<file path="src/hdl/gww_pkg.sv">
// Shared constants and types for the greedy word wrap unit.
`timescale 1ns / 1ps
`default_nettype none
package gww_pkg;

	localparam int MAX_WIDTH = 63;
	localparam int CHAR_W    = 8;
	localparam int COL_W     = 6;
	localparam int LINE_W    = 16;
	localparam int CFG_IDX_W = 2;
	localparam int CFG_DAT_W = 16;

	localparam logic [CHAR_W-1:0] CHAR_SPACE = 8'd32;
	localparam logic [CHAR_W-1:0] CHAR_NL    = 8'd10;

	localparam logic [CFG_IDX_W-1:0] REG_LINE_WIDTH = 2'd0;
	localparam logic [CFG_IDX_W-1:0] REG_LINE_LIMIT = 2'd1;

	localparam logic [COL_W-1:0]  LINE_WIDTH_RST = 6'd63;
	localparam logic [LINE_W-1:0] LINE_LIMIT_RST = 16'hFFFF;
	localparam logic [LINE_W-1:0] LINE_MAX       = 16'hFFFF;

	typedef struct packed {
		logic [COL_W-1:0]  width;
		logic [LINE_W-1:0] limit;
	} cfg_t;

endpackage
`default_nettype wire

</file>
<file path="src/hdl/gww_ram.sv">
// Generic single-write, single-read RAM with registered read data.
`timescale 1ns / 1ps
`default_nettype none
module gww_ram #(
	parameter int WIDTH = 8,
	parameter int DEPTH = 63
) (
	input  wire logic                     clk,
	input  wire logic                     we,
	input  wire logic [$clog2(DEPTH)-1:0] waddr,
	input  wire logic [WIDTH-1:0]         wdata,
	input  wire logic [$clog2(DEPTH)-1:0] raddr,
	output logic      [WIDTH-1:0]         rdata
);

	logic [WIDTH-1:0] mem_q [DEPTH];
	logic [WIDTH-1:0] rdata_q;

	always_ff @(posedge clk) begin
		if (we) begin
			mem_q[waddr] <= wdata;
		end
		rdata_q <= mem_q[raddr];
	end

	assign rdata = rdata_q;

endmodule
`default_nettype wire

</file>
<file path="src/hdl/gww_alu.sv">
// Shared add-and-compare unit: (a + b) >= lim.
`timescale 1ns / 1ps
`default_nettype none
module gww_alu (
	input  wire logic [gww_pkg::COL_W-1:0] a,
	input  wire logic [gww_pkg::COL_W-1:0] b,
	input  wire logic [gww_pkg::COL_W-1:0] lim,
	output logic                           ge
);

	logic [gww_pkg::COL_W:0] sum;

	assign sum = {1'b0, a} + {1'b0, b};
	assign ge  = sum >= {1'b0, lim};

endmodule
`default_nettype wire

</file>
<file path="src/hdl/gww_ctrl.sv">
// Layout sequencer: word buffering, line/column tracking and result register.
`timescale 1ns / 1ps
`default_nettype none
module gww_ctrl #(
	parameter int MAX_WIDTH = gww_pkg::MAX_WIDTH
) (
	input  wire logic                             clk,
	input  wire logic                             arst_n,
	input  wire gww_pkg::cfg_t                    cfg,
	input  wire logic                             in_valid,
	output logic                                  in_ready,
	input  wire logic [gww_pkg::CHAR_W-1:0]       char_in,
	output logic                                  out_valid,
	input  wire logic                             out_ready,
	output logic      [gww_pkg::CHAR_W-1:0]       out_char,
	output logic      [gww_pkg::LINE_W-1:0]       out_line,
	output logic      [gww_pkg::COL_W-1:0]        out_column,
	output logic                                  last,
	output logic                                  ram_we,
	output logic      [$clog2(MAX_WIDTH)-1:0]     ram_waddr,
	output logic      [gww_pkg::CHAR_W-1:0]       ram_wdata,
	output logic      [$clog2(MAX_WIDTH)-1:0]     ram_raddr,
	input  wire logic [gww_pkg::CHAR_W-1:0]       ram_rdata
);

	localparam int AW = $clog2(MAX_WIDTH);

	typedef enum logic [2:0] {
		S_IDLE,
		S_CHECK,
		S_READ,
		S_EMIT,
		S_SPACE,
		S_END
	} state_t;

	state_t                       state_q;
	logic [gww_pkg::COL_W-1:0]    wl_q;
	logic [gww_pkg::COL_W-1:0]    col_q;
	logic [gww_pkg::LINE_W-1:0]   line_q;
	logic [gww_pkg::COL_W-1:0]    idx_q;
	logic [gww_pkg::COL_W-1:0]    len_q;
	logic                         is_nl_q;
	logic                         out_valid_q;
	logic [gww_pkg::CHAR_W-1:0]   out_char_q;
	logic [gww_pkg::LINE_W-1:0]   out_line_q;
	logic [gww_pkg::COL_W-1:0]    out_col_q;
	logic                         last_q;

	logic [gww_pkg::COL_W-1:0]    alu_a;
	logic [gww_pkg::COL_W-1:0]    alu_b;
	logic                         alu_ge;
	logic [gww_pkg::COL_W-1:0]    len_c;
	logic [gww_pkg::LINE_W-1:0]   line_inc;
	logic                         active;
	logic                         slot_free;
	logic                         is_sep;
	logic                         word_end;
	logic                         place_now;

	assign active    = line_q < cfg.limit;
	assign slot_free = !out_valid_q || out_ready;
	assign is_sep    = (char_in == gww_pkg::CHAR_SPACE) || (char_in == gww_pkg::CHAR_NL);
	assign len_c     = (wl_q < cfg.width) ? wl_q : cfg.width;
	assign line_inc  = (line_q == gww_pkg::LINE_MAX) ? line_q : line_q + 1'b1;
	assign word_end  = idx_q == len_q - 1'b1;
	assign place_now = slot_free && ((state_q == S_EMIT) ||
		(state_q == S_SPACE && !is_nl_q && !alu_ge && active));

	always_comb begin
		alu_a = col_q;
		alu_b = '0;
		case (state_q)
			S_IDLE: begin
				alu_a = wl_q;
			end
			S_CHECK: begin
				alu_b = len_c;
			end
			S_EMIT: begin
				alu_b = gww_pkg::COL_W'(1);
			end
			default: begin
				alu_b = '0;
			end
		endcase
	end

	gww_alu u_alu (
		.a   (alu_a),
		.b   (alu_b),
		.lim (cfg.width),
		.ge  (alu_ge)
	);

	assign in_ready  = state_q == S_IDLE;
	assign ram_we    = in_ready && in_valid && active && !is_sep && !alu_ge;
	assign ram_waddr = wl_q[AW-1:0];
	assign ram_wdata = char_in;
	assign ram_raddr = idx_q[AW-1:0];

	always_ff @(posedge clk or negedge arst_n) begin
		if (!arst_n) begin
			state_q     <= S_IDLE;
			wl_q        <= '0;
			col_q       <= '0;
			line_q      <= '0;
			idx_q       <= '0;
			len_q       <= '0;
			is_nl_q     <= 1'b0;
			out_valid_q <= 1'b0;
			out_char_q  <= '0;
			out_line_q  <= '0;
			out_col_q   <= '0;
			last_q      <= 1'b0;
		end else begin
			if (place_now) begin
				out_valid_q <= 1'b1;
			end else if (out_ready) begin
				out_valid_q <= 1'b0;
			end
			case (state_q)
				S_IDLE: begin
					if (in_valid && active) begin
						if (!is_sep) begin
							if (!alu_ge) begin
								wl_q <= wl_q + 1'b1;
							end
						end else begin
							is_nl_q <= char_in == gww_pkg::CHAR_NL;
							state_q <= S_CHECK;
						end
					end
				end
				S_CHECK: begin
					if (wl_q == '0) begin
						state_q <= S_SPACE;
					end else begin
						len_q   <= len_c;
						idx_q   <= '0;
						state_q <= S_READ;
						if (alu_ge) begin
							line_q <= line_inc;
							col_q  <= '0;
						end
					end
				end
				S_READ: begin
					if (!active) begin
						wl_q    <= '0;
						state_q <= S_SPACE;
					end else begin
						state_q <= S_EMIT;
					end
				end
				S_EMIT: begin
					if (slot_free) begin
						out_char_q  <= ram_rdata;
						out_line_q  <= line_q;
						out_col_q   <= col_q;
						last_q      <= word_end && (is_nl_q || alu_ge);
						col_q       <= col_q + 1'b1;
						if (word_end) begin
							wl_q    <= '0;
							state_q <= S_SPACE;
						end else begin
							idx_q   <= idx_q + 1'b1;
							state_q <= S_READ;
						end
					end
				end
				S_SPACE: begin
					if (is_nl_q) begin
						line_q  <= line_inc;
						col_q   <= '0;
						state_q <= S_END;
					end else if (!alu_ge && active) begin
						if (slot_free) begin
							out_char_q  <= gww_pkg::CHAR_SPACE;
							out_line_q  <= line_q;
							out_col_q   <= col_q;
							last_q      <= 1'b1;
							col_q       <= col_q + 1'b1;
							state_q     <= S_END;
						end
					end else begin
						state_q <= S_END;
					end
				end
				S_END: begin
					if (alu_ge) begin
						line_q <= line_inc;
						col_q  <= '0;
					end
					state_q <= S_IDLE;
				end
				default: begin
					state_q <= S_IDLE;
				end
			endcase
		end
	end

	assign out_valid  = out_valid_q;
	assign out_char   = out_char_q;
	assign out_line   = out_line_q;
	assign out_column = out_col_q;
	assign last       = last_q;

endmodule
`default_nettype wire

</file>
<file path="src/hdl/greedy_word_wrap_unit.sv">
// Top level of the greedy word wrap unit: configuration registers, word RAM and sequencer.
// Text bytes enter one at a time. A word byte is written into the word RAM, bytes past the
// line width are dropped, and the unit stays ready for the next byte. A space or newline
// starts the layout sequencer, which drives one shared add-and-compare unit and reads the
// word RAM one byte at a time: each placed character takes a read state, for the
// registered RAM read, and then an emit state, and the result register may wait for
// out_ready before each placement. Input is not accepted while the sequencer runs. Each
// result carries the character, its line and column, and last marks the final placement
// for a byte. Configuration writes are always accepted and must be made only while the
// unit is idle.
`timescale 1ns / 1ps
`default_nettype none
module greedy_word_wrap_unit #(
	parameter int MAX_WIDTH = gww_pkg::MAX_WIDTH
) (
	input  wire logic                              clk,
	input  wire logic                              arst_n,
	input  wire logic                              in_valid,
	output logic                                   in_ready,
	input  wire logic [gww_pkg::CHAR_W-1:0]        char_in,
	output logic                                   out_valid,
	input  wire logic                              out_ready,
	output logic      [gww_pkg::CHAR_W-1:0]        out_char,
	output logic      [gww_pkg::LINE_W-1:0]        out_line,
	output logic      [gww_pkg::COL_W-1:0]         out_column,
	output logic                                   last,
	input  wire logic                              cfg_valid,
	output logic                                   cfg_ready,
	input  wire logic [gww_pkg::CFG_IDX_W-1:0]     cfg_index,
	input  wire logic [gww_pkg::CFG_DAT_W-1:0]     cfg_data
);

	localparam int AW = $clog2(MAX_WIDTH);
	localparam logic [gww_pkg::COL_W-1:0] MAXW = gww_pkg::COL_W'(MAX_WIDTH);

	logic [gww_pkg::COL_W-1:0]  line_width_q;
	logic [gww_pkg::LINE_W-1:0] line_limit_q;
	gww_pkg::cfg_t              cfg;
	logic                       ram_we;
	logic [AW-1:0]              ram_waddr;
	logic [gww_pkg::CHAR_W-1:0] ram_wdata;
	logic [AW-1:0]              ram_raddr;
	logic [gww_pkg::CHAR_W-1:0] ram_rdata;

	assign cfg_ready = 1'b1;

	always_ff @(posedge clk or negedge arst_n) begin
		if (!arst_n) begin
			line_width_q <= gww_pkg::LINE_WIDTH_RST;
			line_limit_q <= gww_pkg::LINE_LIMIT_RST;
		end else if (cfg_valid && cfg_ready) begin
			case (cfg_index)
				gww_pkg::REG_LINE_WIDTH: line_width_q <= cfg_data[gww_pkg::COL_W-1:0];
				gww_pkg::REG_LINE_LIMIT: line_limit_q <= cfg_data[gww_pkg::LINE_W-1:0];
				default: begin
				end
			endcase
		end
	end

	// effective width: 0 acts as 1, clamp to MAX_WIDTH
	always_comb begin
		cfg.limit = line_limit_q;
		if (line_width_q == '0) begin
			cfg.width = gww_pkg::COL_W'(1);
		end else if (line_width_q > MAXW) begin
			cfg.width = MAXW;
		end else begin
			cfg.width = line_width_q;
		end
	end

	gww_ram #(
		.WIDTH (gww_pkg::CHAR_W),
		.DEPTH (MAX_WIDTH)
	) u_word_ram (
		.clk   (clk),
		.we    (ram_we),
		.waddr (ram_waddr),
		.wdata (ram_wdata),
		.raddr (ram_raddr),
		.rdata (ram_rdata)
	);

	gww_ctrl #(
		.MAX_WIDTH (MAX_WIDTH)
	) u_ctrl (
		.clk        (clk),
		.arst_n     (arst_n),
		.cfg        (cfg),
		.in_valid   (in_valid),
		.in_ready   (in_ready),
		.char_in    (char_in),
		.out_valid  (out_valid),
		.out_ready  (out_ready),
		.out_char   (out_char),
		.out_line   (out_line),
		.out_column (out_column),
		.last       (last),
		.ram_we     (ram_we),
		.ram_waddr  (ram_waddr),
		.ram_wdata  (ram_wdata),
		.ram_raddr  (ram_raddr),
		.ram_rdata  (ram_rdata)
	);

	a_col_in_line: assert property (@(posedge clk) disable iff (!arst_n)
		out_valid |-> out_column < cfg.width)
		else $error("placement column beyond line width");

	a_line_active: assert property (@(posedge clk) disable iff (!arst_n)
		out_valid |-> out_line < cfg.limit)
		else $error("placement on a line past the limit");

	a_ready_no_ram_read_clash: assert property (@(posedge clk) disable iff (!arst_n)
		ram_we |-> in_ready && char_in != gww_pkg::CHAR_SPACE && char_in != gww_pkg::CHAR_NL)
		else $error("word RAM written outside word byte acceptance");

endmodule
`default_nettype wire

</file>
<file path="config.mk">
export PLATFORM = sky130hd
export DESIGN_NAME = greedy_word_wrap_unit
export DESIGN_NICKNAME = d
export VERILOG_FILES = /design/src/hdl/gww_pkg.sv /design/src/hdl/gww_ram.sv /design/src/hdl/gww_alu.sv /design/src/hdl/gww_ctrl.sv /design/src/hdl/greedy_word_wrap_unit.sv
export SDC_FILE = /design/constraint.sdc
export NUM_CORES = 1
export LEC_CHECK = 0
export ABC_AREA = 1
export BUFFER_PORTS_ARGS = -buffer_cell sky130_fd_sc_hd__clkbuf_2
export CORE_MARGIN = 10
export CORE_UTILIZATION = 55
export DETAILED_ROUTE_END_ITERATION = 12
export PLACE_DENSITY = 0.74
export SLEW_MARGIN = 20
export SYNTH_ARGS = -nofsm -noshare
export SYNTH_HDL_FRONTEND = slang
export SYNTH_SLANG_ARGS = --single-unit
</file>
<file path="constraint.sdc">
create_clock -name clk -period 4.8 [get_ports clk]
set_clock_uncertainty 0.05 [all_clocks]
set_input_delay 0.96 -clock clk [delete_from_list [all_inputs] [get_ports clk]]
set_output_delay 0.96 -clock clk [all_outputs]
set_load 0.1 [all_outputs]
</file>
==> flow_summary.toml, run 1 <==
[clock_tree]
cts_made_buffers = 60
cts_tree = "built"
clock_sinks = 610
cts.clk_slew.worst_paths_ns = 0.06
clock_path_buffers = 3
hold_buffers = 0
cts-root-buf = "clkbuf_16"
htree_levels = 2
clk_latency_ns = 0.64

[placement]
dp_hpwl_mm = 42.7
dp_cells = 3051
port-buffer-count = 63
dp_slack_ns = -0.118
place_congestion = 0.942
placed_cell_area_um2 = 27700

[worst_setup_path]
arrival_ns = 4.92
r2r_slack_ns = 0.18
endpoint_kind = "flop"
critPathLaunchType = "flop"
path_max_fanout = 8
setup.worst_path.class = "reg -> reg"
critPathRequiredTime_ns = 5.10

[pwr]
leakage_nw = 11.4
vdd_drop_max_v = 0.000325
p_per_area_nw_per_um2 = 526

[cells_and_area]
stdcell_area_um2 = 30500
final_cell_count_no_fill = 3176
fillers = 3501
layout-drive-gt1-share_pct = 16.4
finalNetCount = 2588
utilization_pct = 65.0
area_growth_pct = 16.1
n_antenna_cell = 0

[global_route]
grt_pass1_vias = 18252
grt_use_met1_pct = 32.4
grt_pass1_wl_mm = 106
antenna_found_initial = 2
gr-max-usage-layer = "met2"
grt_util_met3_pct = 5.06
use_met2_pct = 38.5
grt_max_degree = 157
grt-ovfl-total = 0
grt_usage_pct = 24.2

[sta]
final.setup.worst_slack_ns = 0.185
max_slew.worst_pin.slew_ns = 1.49
whs_ns = 0.373
finalMaxSlewViolations = 0
max_freq_mhz = 217
fin_crit_sh_pct = 96.1
slew_headroom_pct = 0.536
hold_viol_final = 0
fin_crit_ns = 4.62
finalSetupViolations = 0

[routing]
routed-via-count = 19304
route.detailed.wl_per_inst_um = 22.2
route.detailed.drc = 0
ant_nets = 0
vias_per_cell = 6.08
drt_wl_total_mm = 70.7
drtPass1Iterations = 6
drt-initial-drc-count = 2645

[die]
ios = 65
dieArea_um2 = 56800
fp-row-count = 79
core_area_um2 = 46900
dieHeight_um = 238
die_x_um = 238
initial_core_util_pct = 56.0

[synth]
ys_seq_area_share_pct = 67.8
synth.cell_area_um2 = 26200
syn-num-nets = 2458
yosysWarnings = 0
avgSynthCellArea_um2 = 11.0
synth_cell_types = 40
synthCells = 2388
ys_seq_elements = 610

[hold_path]
hp-class = "in -> async"

[flow_run]
drv_cap = 1

[status]
violations = "max-capacitance violations"
outcome = "finished, violations left"
-- worst max-delay path: stages (launching register included) --
cell and delay, ns:
dfstp_2 0.53, inv_1 0.07, buf_4 0.16, nand4_1 0.10, nand2_2 0.09, a21boi_1 0.15, o21bai_1 0.12, buf_4 0.18
nand3_1 0.12, nand3_2 0.11, nand2_2 0.11, ha_4 0.14, inv_2 0.04, fa_2 0.42, nor2_4 0.10, nor2_2 0.05
xnor2_1 0.12, ha_1 0.29, nand3_1 0.10, nand4_1 0.10, nor2_2 0.13, nand3_2 0.12, nor2_4 0.20, buf_12 0.16
nand3_4 0.09, buf_12 0.18, nor2_2 0.10, buf_6 0.17
-- cell families (layout without fill, tap and decap cells) --
family                     after synthesis  count (layout)  share of synthesized area [%]
DFF                                    610             610                           67.8
AOI/OAI and AO/OA                      502             502                           10.6
xor gates and xnor gates                30              30                           1.00
buffers and inverters                  245             425                           3.89
adders and majority gates               39              39                           1.89
and+or+nand+nor                        961             962                           14.8
other                                    1               1                         0.0143
-- registers in the layout, indices dropped and copies added (netlist names) --
register / cells
line_limit_q: 16
line_width_q: 6
u_ctrl.col_q: 6
u_ctrl.is_nl_q: 1
u_ctrl.last: 1
u_ctrl.len_q: 6
u_ctrl.line_q: 16
u_ctrl.out_char: 8
u_ctrl.out_column: 6
u_ctrl.out_line: 16
u_ctrl.out_valid: 1
u_ctrl.ram_raddr: 6
u_ctrl.ram_waddr: 6
u_ctrl.state_q: 3
u_word_ram.mem_q: 504
u_word_ram.rdata: 8
-- per-layer routing --
layer | vias to the layer above | routed length, µm
li1 | 8678 | -
met1 | 9280 | 27300
met2 | 1180 | 33000
met3 | 162 | 7970
met4 | 4 | 2370
met5 | - | 30
-- final timing paths --
check / startpoint / endpoint / cells after the start
worst max-delay path: line_width_q[4] / u_word_ram.mem_q[15][4] / 27
worst min-delay path: arst_n / u_ctrl.out_char[4] / 1
min in group clk: u_word_ram.rdata[4] / u_ctrl.out_char[4] / 2
worst max register to register: line_width_q[4] / u_word_ram.mem_q[15][4] / 27
worst min register to register: u_word_ram.rdata[4] / u_ctrl.out_char[4] / 2
max in group asynchronous: arst_n / line_width_q[5] / 2
-- through the flow --
| step | total power, mW | setup TNS [ns] |
|---|---|---|
| after floorplan | 9.29 | 0 |
| after global placement | 10.9 | 0 |
| after detailed placement | 10.9 | -20.31 |
| after CTS | 15.5 | 0 |
| after global routing | 16.7 | -1.01 |
| final | 16.0 | 0 |
-- cell usage in the layout, fill, tap and decap left out, types with 6 or more instances in the layout --
master,instances
inv_1,105
ha_1,33
nor2_1,345
nand2_1,369
o211ai_1,45
nor2_4,31
nand2_2,9
clkbuf_1,11
o221ai_1,10
dfxtp_1,8
xor2_1,20
o21bai_1,8
nand3_4,6
a21oi_1,49
dfstp_2,22
o21ai_1,11
o22ai_1,71
nand3_2,6
xnor2_1,10
nor3_1,10
clkbuf_2,62
edfxtp_1,504
buf_6,54
o21ai_0,300
clkbuf_16,60
nand4_1,25
nor2_2,45
buf_4,65
clkinv_1,20
dfrtp_1,74
nand3_1,108
buf_12,6
clkinv_2,15
inv_2,10
-- Yosys cell counts (all sizes together) --
| cell | count | share of area [%] |
|---|---|---|
| a21oi | 52 | 0.99 |
| clkbuf | 56 | 0.80 |
| xnor2 | 10 | 0.33 |
| buf | 66 | 1.3 |
| nor2 | 420 | 6.1 |
| xor2 | 20 | 0.67 |
| o21a | 1 | 0.029 |
| nor3 | 10 | 0.19 |
| fa | 1 | 0.076 |
| o21bai | 8 | 0.23 |
| nor4 | 3 | 0.072 |
| and3 | 2 | 0.048 |
| o211ai | 45 | 1.3 |
| o22ai | 71 | 1.7 |
| a21boi | 1 | 0.029 |
| nand4 | 25 | 0.60 |
| clkinv | 8 | 0.11 |
| conb | 1 | 0.014 |
| ha | 38 | 1.8 |
| o221ai | 10 | 0.33 |
| nand3b | 1 | 0.029 |
| a211oi | 3 | 0.086 |
| dfrtp | 76 | 7.2 |
| nor3b | 1 | 0.029 |
| dfxtp | 8 | 0.61 |
| edfxtp | 504 | 58 |
| dfstp | 22 | 2.2 |
| o21ai | 311 | 5.9 |
| nand3 | 120 | 2.3 |
| inv | 115 | 1.6 |
| nand2 | 378 | 5.4 |
| or2 | 1 | 0.024 |
-- layout make-up --
| class | count | area [µm²] | share of cell area [%] |
|---|---|---|---|
| Clock buffer | 75 | 1600 | 5.25 |
| Tap cell | 607 | 759 | 2.49 |
| Inverter | 123 | 467 | 1.53 |
| Multi-Input combinational cell | 1534 | 7960 | 26.1 |
| Timing Repair Buffer | 189 | 1560 | 5.11 |
| Sequential cell | 610 | 17800 | 58.4 |
| Clock inverter | 38 | 337 | 1.11 |
-- power breakdown --
| group | internal (mW) | total (mW) | switching (mW) |
|---|---|---|---|
| combinational | 1.40 | 4.96 | 3.57 |
| clock | 2.63 | 4.63 | 2.00 |
| sequential | 6.08 | 6.42 | 0.342 |
| total | 10.1 | 16.0 | 5.91 |
-- repair_timing --
| item | 4_1_cts | 5_1_grt |
|---|---|---|
| hold endpoints to repair | 0 | 0 |
| endpoints found under the setup margin | 508 | 550 |
| gates resized for setup | 3 | 198 |
| cloned | 0 | 1 |
| setup buffers | 0 | 10 |
| pin swaps | 1 | 30 |
Power figures use the tool's default switching activity.
==> run 2: changes to the inputs <==
--- a/config.mk
+++ b/config.mk
@@ -9,2 +9,3 @@
 export BUFFER_PORTS_ARGS = -buffer_cell sky130_fd_sc_hd__clkbuf_2
+export CAP_MARGIN = 20
 export CORE_MARGIN = 10
==> constraint.sdc (replaced) <==
create_clock -name clk -period 4.8 [get_ports clk]
set_clock_uncertainty 0.05 [all_clocks]
set_input_delay 0.24 -clock clk [delete_from_list [all_inputs] [get_ports clk]]
set_output_delay 0.24 -clock clk [all_outputs]
set_load 0.1 [all_outputs]
==> run 2 against run 1 <==
Effect of this change:
- fmax increased by 2.4%
- die area unchanged
- count of clock-buffer cells in the layout decreased by 3
- non-clock buffer count increased by 19
- sequential share of layout area increased by 0.72 points
- combinational power decreased by 4.2%
- power about the same
- the flow now finishes without violations
==> flow_summary.toml, run 2 (same netlist as run 1, synthesis figures left out) <==
[clock_tree]
clk_latency_ns = 0.64
cts_made_buffers = 60
cts.clk_slew.worst_paths_ns = 0.06
clock_sinks = 610
clock_path_buffers = 3
cts_tree = "built"
cts-root-buf = "clkbuf_16"
htree_levels = 2

[worst_setup_path]
arrival_ns = 4.80
critPathRequiredTime_ns = 5.09
r2r_slack_ns = 0.29
crit_top_cell = "nor2_1"
critPathLaunchType = "flop"
r2r_start = "line_width_q[2]"
reg2reg_to = "u_word_ram.mem_q[23][1]"
endpoint_kind = "flop"
slowest_delay_ns = 0.54
crit_slowest_cell = "dfstp_2"
ff2ff_path_depth = 26
setup.worst_path.class = "reg -> reg"
path_max_fanout = 8

[routing]
ant_nets = 0
wl_met1_mm = 28.5
highest_layer = "met4"
route.detailed.wl_per_inst_um = 22.3
drt_wl_total_mm = 71.2
drtPass1Iterations = 6
route.detailed.drc = 0
drt-initial-drc-count = 2580
routed-via-count = 19133
vias_per_cell = 5.99
wl_met3_mm = 7.08
dr_wl_met2_mm = 32.9

[sta]
whs_ns = 0.0547
slew_headroom_pct = 25.4
finalMaxSlewViolations = 0
final.setup.worst_slack_ns = 0.293
finalSetupViolations = 0
fin_crit_sh_pct = 93.9
fin_crit_ns = 4.51
max_freq_mhz = 222
max_slew.worst_pin.slew_ns = 1.12
hold_viol_final = 0

[hold_path]
whs_endpoint = "line_width_q[0]"
hp-class = "in -> reg"
min-delay-start = "cfg_valid"
min_path_cells = 3

[flow_run]
drv_cap = 0

[cells_and_area]
layout-drive-gt1-share_pct = 12.9
finalNetCount = 2607
area_growth_pct = 14.7
regMostFlops = "u_word_ram.mem_q"
largest_register_ffs = 504
stdcell_area_um2 = 30100
final_common_cell = "edfxtp_1"
final_cell_mix = "edfxtp_1 (504), nor2_1 (409), nand2_1 (378)"

[placement]
dp_slack_ns = 0.0424
placed_cell_area_um2 = 27700
port-buffer-count = 63
dp_hpwl_mm = 43.6
place_congestion = 0.919

[global_route]
grt-ovfl-total = 0
grt_pass1_wl_mm = 108
antenna_found_initial = 1
grt_usage_pct = 24.6
grt_pass1_vias = 18642
grt_max_degree = 254

[pwr]
vdd_drop_max_v = 0.000408
p_per_area_nw_per_um2 = 532
leakage_nw = 11.5

[die]
die_x_um = 238
core_area_um2 = 46900
dieHeight_um = 238
dieArea_um2 = 56800
initial_core_util_pct = 56.0
fp-row-count = 79
ios = 65

[status]
outcome = "finished, final reports clean"
==> run 2: changes by cell type in the layout (fill, tap and decap cells not counted), sizes merged <==
cell,previous run,this run
inv,118,119
clkinv,38,29
clkbuf,137,134
clkinvlp,0,4
bufinv,5,11
dlygate4sd3,0,19
diode,0,1
==> run 2: final cells by class <==
| cell class | count | area [µm²] |
|---|---|---|
| clock buffer | 72 | 1570 |
| multi-input combinational | 1534 | 7520 |
| timing repair buffer | 208 | 1500 |
| fill | 3571 | 16800 |
| tap | 607 | 759 |
| inverter | 123 | 467 |
| antenna | 1 | 2.50 |
| sequential | 610 | 17800 |
| clock inverter | 40 | 494 |
==> run 2: worst max-delay path, delay by kind of cell, from the launching register on <==
kind | cells | cell delay (ns)
buffers and inverters | 5 | 0.68
adder cells (fa/ha/maj) | 4 | 1.05
AO/OA/AOI/OAI | 2 | 0.35
XOR/XNOR | 1 | 0.12
AND/OR/NAND/NOR | 14 | 1.42
flip-flops | 1 | 0.54
==> run 2: where the power goes <==
group	internal, mW	switching, mW
Clock	2.92	2.01
Combinational	1.31	3.44
Sequential	6.08	0.262
==> run 2: worst max path at each step <==
stage	startpoint	slack [ns]	end
floorplan	line_width_q[3]	0.001	u_word_ram.mem_q[10][0]
global placement	line_width_q[3]	0.11	u_ctrl.line_q[14]
detailed placement	line_width_q[3]	0.04	u_ctrl.line_q[14]
CTS	line_width_q[3]	0.05	u_word_ram.mem_q[8][3]
global route	line_width_q[2]	-0.02	u_word_ram.mem_q[57][2]
finish	line_width_q[2]	0.29	u_word_ram.mem_q[23][1]
==> run 2: what timing repair did <==
item | 4_1_cts | 5_1_grt
hold buffers | 19 | 0
pin swaps | 0 | 6
resized for setup | 1 | 14
setup endpoints to repair | 3 | 535
setup buffers | 0 | 2
endpoints found under the hold margin | 71 | 0
cloned | 0 | 1
==> run 2: per-layer routing <==
metal | track usage (%) | up-vias
li1 | - | 8696
met2 | 38.7 | 1099
met5 | 0 | -
met4 | 9.55 | 0
met1 | 33.3 | 9167
met3 | 5.14 | 171
==> run 2: metrics by stage <==
stage	instances	power, mW	utilization (%)	TNS, ns
floorplan	2388	9.29	-	0
global placement	3059	10.9	59.2	0
detailed placement	3059	11.0	59.2	0
CTS	3190	15.9	64.0	0
global route	3195	16.7	64.2	-0.426
finish	3195	16.0	64.2	0
==> run 3: changes to the inputs <==
Settings changed: CORE_MARGIN 10 to 3, SYNTH_HIERARCHICAL from default to 1.
==> run 3 against run 2 <==
Effect of this change:
- the run now ends with negative setup slack left
- critical path depth decreased by 2
- non-clock buffer count up 18
- cell count grew 8.4%
- first-iteration DRC count fell by 1.2%
- synthesized cell count increased by 9.4%
==> flow_summary.toml, run 3 <==
[pwr]
leakage_nw = 12.4
p_per_area_nw_per_um2 = 447
seqPwrFrac_pct = 44.3
vdd_drop_max_v = 0.000298
clkPwrFrac_pct = 32.9
power.switching_mw = 4.45
sw_frac_of_total_pct = 31.6
p_int_mw = 9.62
comb_power_share_pct = 22.8

[cells_and_area]
n_antenna_cell = 0
finalNetCount = 2826
final_cell_mix = "nand2_1 (890), edfxtp_1 (504), nand3_1 (499)"
area_growth_pct = 16.3
regArea_um2 = 17800
layout-drive-gt1-share_pct = 14.9
fillers = 3644
final_common_cell = "nand2_1"
largest_register_ffs = 504
regMostFlops = "u_word_ram/mem_q"
utilization_pct = 65.3
multi_input_area_um2 = 8670

[global_route]
grt-ovfl-total = 0
grt_pass1_wl_mm = 110
grt_max_degree = 255
grt_pass1_vias = 19448
grt_usage_pct = 27.0
antenna_found_initial = 0

[worst_setup_path]
endpoint_kind = "flop"
setup.worst_path.class = "reg -> reg"
arrival_ns = 5.23
reg2reg_to = "u_word_ram/mem_q[8][1]"
ff2ff_path_depth = 24
path_max_fanout = 8
r2r_start = "line_width_q[3]"
crit_path_start = "line_width_q[3]"
critPathRequiredTime_ns = 5.08
critPathLaunchType = "flop"
r2r_slack_ns = -0.15

[sta]
final.setup.worst_slack_ns = -0.151
rsz0062_at_grt = "yes"
slew_headroom_pct = 28.4
max_freq_mhz = 202
finalSetupViolations = 437
hold_viol_final = 0
fin_crit_ns = 4.95
finalMaxSlewViolations = 0
whs_ns = 0.0801
fin_crit_sh_pct = 103
max_slew.worst_pin.slew_ns = 1.07

[die]
ios = 65
core_area_um2 = 48200
die_x_um = 228
dieHeight_um = 228
initial_core_util_pct = 56.2
fp-row-count = 80
dieArea_um2 = 52000

[flow_run]
drv_cap = 0

[placement]
dp_hpwl_mm = 42.2
port-buffer-count = 63
dp_slack_ns = -0.271
place_congestion = 0.923

[clock_tree]
cts-root-buf = "clkbuf_16"
clock_sinks = 610
cts_made_buffers = 60
cts_tree = "built"
clk_latency_ns = 0.63
htree_levels = 2
clock_path_buffers = 3
cts.clk_slew.worst_paths_ns = 0.06

[routing]
routed-via-count = 20174
vias_per_cell = 5.83
wl_met1_mm = 28.7
drt-initial-drc-count = 2550
wl_met3_mm = 6.82
route.detailed.wl_per_inst_um = 20.8
highest_layer = "met4"
dr_wl_met2_mm = 33.6
drt_wl_total_mm = 72.1
drtPass1Iterations = 8
ant_nets = 0
route.detailed.drc = 0

[hold_path]
min-delay-start = "cfg_index[0]"
hp-class = "in -> reg"
min_path_cells = 3
whs_endpoint = "line_limit_q[5]"

[synth]
yosys-top-cells-area = "edfxtp_1 (56%), nand2_1 (12%), nand3_1 (9.2%)"
yosys.cell_count.top_type = "nand2_1"
synth.cell_area_um2 = 27100
syn-num-nets = 2682
ys_seq_area_share_pct = 65.6
synth.largest_area_cell = "edfxtp_1"
synthTopCellsByCount = "nand2_1 (892), edfxtp_1 (504), nand3_1 (499), nor2_1 (129), inv_1 (90)"
synth_ff_type = "edfxtp_1"
ys_seq_elements = 610
avgSynthCellArea_um2 = 10.4
yosysWarnings = 6
synth_cell_types = 46
synth_enable_flop_cells = 504
synth.top_cell.area_share_pct = 55.8
async_reset_ff_share_pct = 16.1
synthCells = 2612

[status]
outcome = "finished, violations left"
violations = "negative setup slack"
==> run 3: how the worst max path moves through the flow <==
stage	to	slack, ns	depth (start not counted)
6_report	u_word_ram/mem_q[8][1]	-0.15	24
5_1_grt	u_word_ram/mem_q[26][6]	-0.42	24
4_1_cts	u_word_ram/mem_q[56][4]	0.003	26
3_5_place_dp	u_word_ram/mem_q[35][2]	-0.27	25
3_3_place_gp	u_word_ram/mem_q[35][6]	-0.14	26
2_1_floorplan	u_word_ram/mem_q[32][0]	-0.37	25
==> run 3: routing by layer <==
layer  vias up  track usage [%]
met5         -                0
met3       222             5.24
met4         0             11.4
li1       9205                -
met1      9614             37.7
met2      1133             41.8
==> run 3: per-stage QoR <==
stage	std cells	area, µm²	TNS [ns]	power (mW)
2_1_floorplan	2612	27200	-22.36	8.22
3_3_place_gp	3297	28500	-23.29	9.17
3_5_place_dp	3297	28500	-67.84	9.22
4_1_cts	3450	30800	0	13.9
5_1_grt	3463	31500	-177.30	14.6
6_report	3463	31500	-31.39	14.1
==> run 3: kinds of logic after synthesis <==
family | synth area share [%]
flip-flops | 65.6
XOR/XNOR | 0.937
AO/OA/AOI/OAI | 1.30
AND/OR/NAND/NOR | 25.8
other | 0.0138
adder cells (fa/ha/maj) | 1.83
buffers and inverters | 4.50
==> run 3: power by group through the flow <==
stage	logic [mW]	clock network, mW	registers (mW)
4_1_cts	2.98	4.70	6.22
3_5_place_dp	2.89	0	6.33
6_report	3.20	4.63	6.24
2_1_floorplan	1.83	0	6.39
3_3_place_gp	2.84	0	6.32
5_1_grt	3.45	4.94	6.26
==> run 3: layout make-up <==
cell class / instances / area share, %
timing repair buffer: 226 / 5.96
multi-input combinational: 1752 / 27.5
clock inverter: 32 / 0.945
tap: 656 / 2.60
inverter: 106 / 1.31
clock buffer: 81 / 5.24
sequential: 610 / 56.4
==> run 3: worst max-delay path, stage by stage, from the launching register on <==
cell and delay (ns):
dfstp_2 0.55, inv_1 0.08, ha_4 0.28, a21oi_2 0.05, o211ai_1 0.45, buf_4 0.23, o21ai_0 0.09, nor2_1 0.21
inv_1 0.10, fa_2 0.37, nor2_2 0.11, nor2_2 0.06, xnor2_1 0.12, ha_1 0.31, nand3_1 0.07, nand4_1 0.08
nor2_1 0.12, nand2_2 0.11, nor4_4 0.19, buf_4 0.19, buf_12 0.11, nand4_1 0.19, buf_6 0.23, nor2_1 0.10
buf_4 0.20
==> run 3: repair_timing <==
item / 4_1_cts / 5_1_grt
hold endpoints to repair: 68 / 0
endpoints found under the setup margin: 535 / 549
buffers inserted: 5 / 11
cloned: 0 / 2
gates resized for setup: 9 / 131
hold buffers: 35 / 0
pin swaps: 5 / 12
